$ cat src/hw/rtl/banded_priority_ready_queue_assert.svh
// Assertion macros used by the queue RTL.
`ifndef BANDED_PRIORITY_READY_QUEUE_ASSERT_SVH
`define BANDED_PRIORITY_READY_QUEUE_ASSERT_SVH
`define BPRQ_ASSERT_IMPLY(label, clk, rst_n, cond, prop, msg) \
  label: assert property (@(posedge clk) disable iff (!rst_n) (cond) |-> (prop)) \
    else $error(msg);
`define BPRQ_ASSERT_NEXT(label, clk, rst_n, cond, prop, msg) \
  label: assert property (@(posedge clk) disable iff (!rst_n) (cond) |=> (prop)) \
    else $error(msg);
`endif

$ cat src/hw/rtl/bprq_pkg.sv
package bprq_pkg;
  localparam int unsigned BandCount = 3;
  localparam logic [7:0] Band1Lo = 8'd100;
  localparam logic [7:0] Band2Lo = 8'd130;
  localparam logic [7:0] PrioLimit = 8'd140;

  localparam logic OP_INSERT = 1'b0;
  localparam logic OP_REMOVE = 1'b1;

  localparam logic [2:0] ST_INSERTED = 3'd0;
  localparam logic [2:0] ST_FULL = 3'd1;
  localparam logic [2:0] ST_RANGE = 3'd2;
  localparam logic [2:0] ST_REMOVED = 3'd3;
  localparam logic [2:0] ST_NOTFOUND = 3'd4;

  typedef struct packed {
    logic [15:0] pid;
    logic [7:0] prio;
    logic [1:0] policy;
    logic [15:0] rtime;
  } entry_t;

  // Command broadcast to every cell of the row during one pass.
  typedef struct packed {
    logic ins;
    logic rem;
    entry_t ent;
  } cmd_t;
endpackage

$ cat src/hw/rtl/bprq_cell.sv
module bprq_cell (
  input  logic            clk,
  input  logic            rst_n,
  input  logic            load,
  input  logic            clear,
  input  logic            use_r,
  input  bprq_pkg::cmd_t  cmd,
  input  logic            ld_vld,
  input  bprq_pkg::entry_t ld_ent,
  input  logic            prev_vld,
  input  bprq_pkg::entry_t prev_ent,
  input  logic            prev_hold,
  input  logic [4:0]      prev_del,
  input  logic            next_vld,
  input  bprq_pkg::entry_t next_ent,
  input  logic            next_hit_n,
  input  logic            next2_vld,
  input  bprq_pkg::entry_t next2_ent,
  output logic            vld_o,
  output bprq_pkg::entry_t ent_o,
  output logic            hold_o,
  output logic            hit_o
);
  logic vld_r, vld_nxt;
  bprq_pkg::entry_t ent_r, ent_nxt;

  // An entry stays in place when its priority is at least the new one.
  assign hold_o = vld_r && (ent_r.prio >= cmd.ent.prio);
  assign hit_o = vld_r && (ent_r.pid == cmd.ent.pid);
  assign vld_o = vld_r;
  assign ent_o = ent_r;

  always_comb begin
    vld_nxt = vld_r;
    ent_nxt = ent_r;
    if (load) begin
      vld_nxt = ld_vld;
      ent_nxt = ld_ent;
    end else if (use_r && cmd.ins) begin
      if (!hold_o) begin
        if (prev_hold) begin
          vld_nxt = 1'b1;
          ent_nxt = cmd.ent;
        end else begin
          vld_nxt = prev_vld;
          ent_nxt = prev_ent;
        end
      end
    end else if (use_r && cmd.rem) begin
      if (hit_o || prev_del != 5'd0) begin
        vld_nxt = next_vld && !next_hit_n;
        ent_nxt = next_ent;
        if (next_hit_n) begin
          vld_nxt = next2_vld;
          ent_nxt = next2_ent;
        end
      end
    end
    if (clear) vld_nxt = 1'b0;
  end

  always_ff @(posedge clk) begin
    if (!rst_n) begin
      vld_r <= 1'b0;
    end else begin
      vld_r <= vld_nxt;
    end
    ent_r <= ent_nxt;
  end
endmodule

$ cat config.mk
export PLATFORM = sky130hd
export DESIGN_NAME = bprq_cell
export DESIGN_NICKNAME = d
export VERILOG_FILES = /design/src/hw/rtl/banded_priority_ready_queue_assert.svh /design/src/hw/rtl/bprq_pkg.sv /design/src/hw/rtl/bprq_cell.sv
export SDC_FILE = /design/constraint.sdc
export NUM_CORES = 1
export LEC_CHECK = 0
export BUFFER_PORTS_ARGS = -buffer_cell sky130_fd_sc_hd__buf_2
export CAP_MARGIN = 10
export CORE_AREA = 2 2 107 109
export CTS_CLUSTER_SIZE = 24
export DETAILED_ROUTE_END_ITERATION = 7
export DIE_AREA = 0 0 109 111
export PLACE_DENSITY = 0.77
export SETUP_SLACK_MARGIN = 0.02
export SLEW_MARGIN = 0
export SYNTH_ARGS = -nofsm -noshare
export SYNTH_HDL_FRONTEND = slang
export SYNTH_SLANG_ARGS = --single-unit
$ cat constraint.sdc
create_clock -name clk -period 9.68 [get_ports clk]
set_input_delay 2.904 -clock clk [delete_from_list [all_inputs] [get_ports clk]]
set_output_delay 2.904 -clock clk [all_outputs]
set_load 0.05 [all_outputs]
==> qor.txt <==
Mapped Cells = 393
Post-Route Skew = 4.640 ps
Initial Utilization = 31.90%
largest net degree at the start of global routing = 87
register area share after synthesis = 36.26%
htree depth = 2
PwrDens = 124.5 nW/um^2
maximum clock path buffer count = 2
synth warn = 0
First-pass DRT Iterations = 4
wire per inst = 14.64 microns
RSZ-0062 raised after global routing = false
final net count = 884
vias in the first global route = 3786
M1 WL = 4222 microns
fmax = 136.0 MHz
critical path data arrival time = 4450 ps
library cells used by synthesis = 30
Final Cycle Share = 75.94%
chip width = 109 microns
TritonCTS buffer count = 5
Multi-input gate area = 2108 sq um
most frequent cells in the layout = buf_2, a21oi_1, nor2_1, nand2_1, mux2i_1
Slew @ Worst Pin = 1048 ps
# DRC = 0
CTS tree = built
num rows = 39
io pins = 273
Die H = 111 microns
Final Util = 46.35%
most common cell after layout, fill and taps aside = buf_2
area grow syn2layout = 45.29%
FF+latch area = 1281 sq um
Clock Sink Count = 43
GRT Util Overall = 19.00%
final-report hold violation count = 0
Max Slew Vio Count = 0
Final Setup Violations = 0
total number of vias = 3829
CP Max Fanout = 2
core area = 11080 sq um
WL final = 11590 microns
fill count = 1124
drt via density = 4.835
Reg2Reg Setup Slack = 6910 ps
run status = complete, no violations
CTS resizes = 0
Placer Congestion = 0.7950
R2R depth = 6
CP required = 6780 ps
Post-Route Setup TNS = 0 ps
P_leak = 0.002505 uW
Clk Latency, worst-skew pair = 280 ps
Worst setup SP type = input port
WL met3 = 1142 microns
Max-slew headroom = 30.13%
Main synth FF type = edfxtp_1
syn nets = 629
Post-synth ARST share = 0%
gr ovfl total = 0
CTS clk-pin slew, worst paths = 60 ps
die area = 12100 sq um
flops & latches, synth = 43
hold_buf cts = 0
ant diodes = 0
Root Buffer = clkbuf_16
first-pass GRT wire length = 17770 microns
Synth Area per Inst = 8.991 sq um
number of flops mapped to enable cells by yosys = 42
initial antenna violation count = 0
top sig layer = met4
share of post-route cells with drive strength above 1 = 50.85%
CP Class = input port to primary output
Peak VDD IR = 0.00006138 V
Initial DRC Count = 125
post-CTS setup buffer count = 0
Worst Hold Class = flop to flop
Max Cap Viol = 0
PortBufs = 272
met2 WL = 6094 microns
CP endpoint kind = primary output
Routed Antenna Nets = 0
WHS Path Cells = 2
DP HPWL = 9175 microns
Tmin final = 7351 ps
Post-Syn Area = 3533 sq um
==> registers in the layout (all words and copies together) (netlist names) <==
register and flops:
vld_o 1, ent_o 42
==> worst max-delay path, stage by stage <==
cell and delay (ps):
buf_2 90, inv_1 40, ha_1 280, and3_1 160, o21ai_1 70, a311oi_1 370
nand2b_1 240, buf_2 300
==> report_power, final <==
part,total (uW),internal [uW],leakage (uW),switching (uW)
clock,160,93.9,0.0000659,65.7
sequential,239,230,0.000440,9.31
combinational,240,92.9,0.00200,148
==> metal layers <==
metal  up-vias  track usage, %
li1       1924               -
met1      1708           19.14
met2       186           37.43
met3        11           5.173
met4         0           4.359
met5         -               0
==> through the flow <==
step	instances	power [uW]	hold slack, ps	cell area [sq um]	setup WS, ps
2_1_floorplan	393	397.9	841.7	3533	2422
3_3_place_gp	784	480.3	681.9	4997	2328
3_5_place_dp	784	485.1	679.1	4997	2309
4_1_cts	792	650.8	687.7	5134	2309
5_1_grt	792	676.2	727.7	5134	2199
6_report	792	639.0	682.8	5134	2329
==> synthesized netlist by cell type (2+ instances only) <==
cell type / number / share of area [%]
nand3_1: 4 / 0.57
nor2_1: 45 / 4.8
clkbuf_1: 19 / 2.0
o21ai_1: 15 / 2.1
edfxtp_1: 42 / 36
xnor2_1: 16 / 4.0
mux2i_1: 43 / 12
buf_2: 9 / 1.3
ha_1: 8 / 2.8
inv_1: 10 / 1.1
mux2_2: 42 / 13
nor3_1: 2 / 0.28
nand2_1: 44 / 4.7
o21ai_0: 30 / 4.2
nand4_1: 4 / 0.71
a21oi_1: 45 / 6.4
nor2b_1: 2 / 0.35
==> cells by family (layout without fill, tap and decap cells) <==
kind of cell | Yosys count | after routing | synth area share (%)
compound gates | 97 | 97 | 14.59
fa+ha+maj | 8 | 8 | 2.833
flops | 43 | 43 | 36.26
simple gates | 106 | 106 | 12.43
mux | 85 | 85 | 25.57
buf+inv | 38 | 294 | 4.356
xor+xnor | 16 | 16 | 3.966
==> final timing paths <==
check / end / start
max: hold_o / cmd[20]
min: vld_o / vld_o
min reg2reg: vld_o / vld_o
max reg2reg: ent_o[6] / ent_o[39]
==> final cells by class <==
class                   instances  area share (%)
multi-input cells             312           41.07
repair buffers                276           27.10
flip-flops and latches         43           24.96
well taps                     143           3.485
clock buffers                   6           2.510
inverters                      10          0.7312
clock inverters                 2          0.1462
Note: power is estimated with default switching activity, not from simulation.
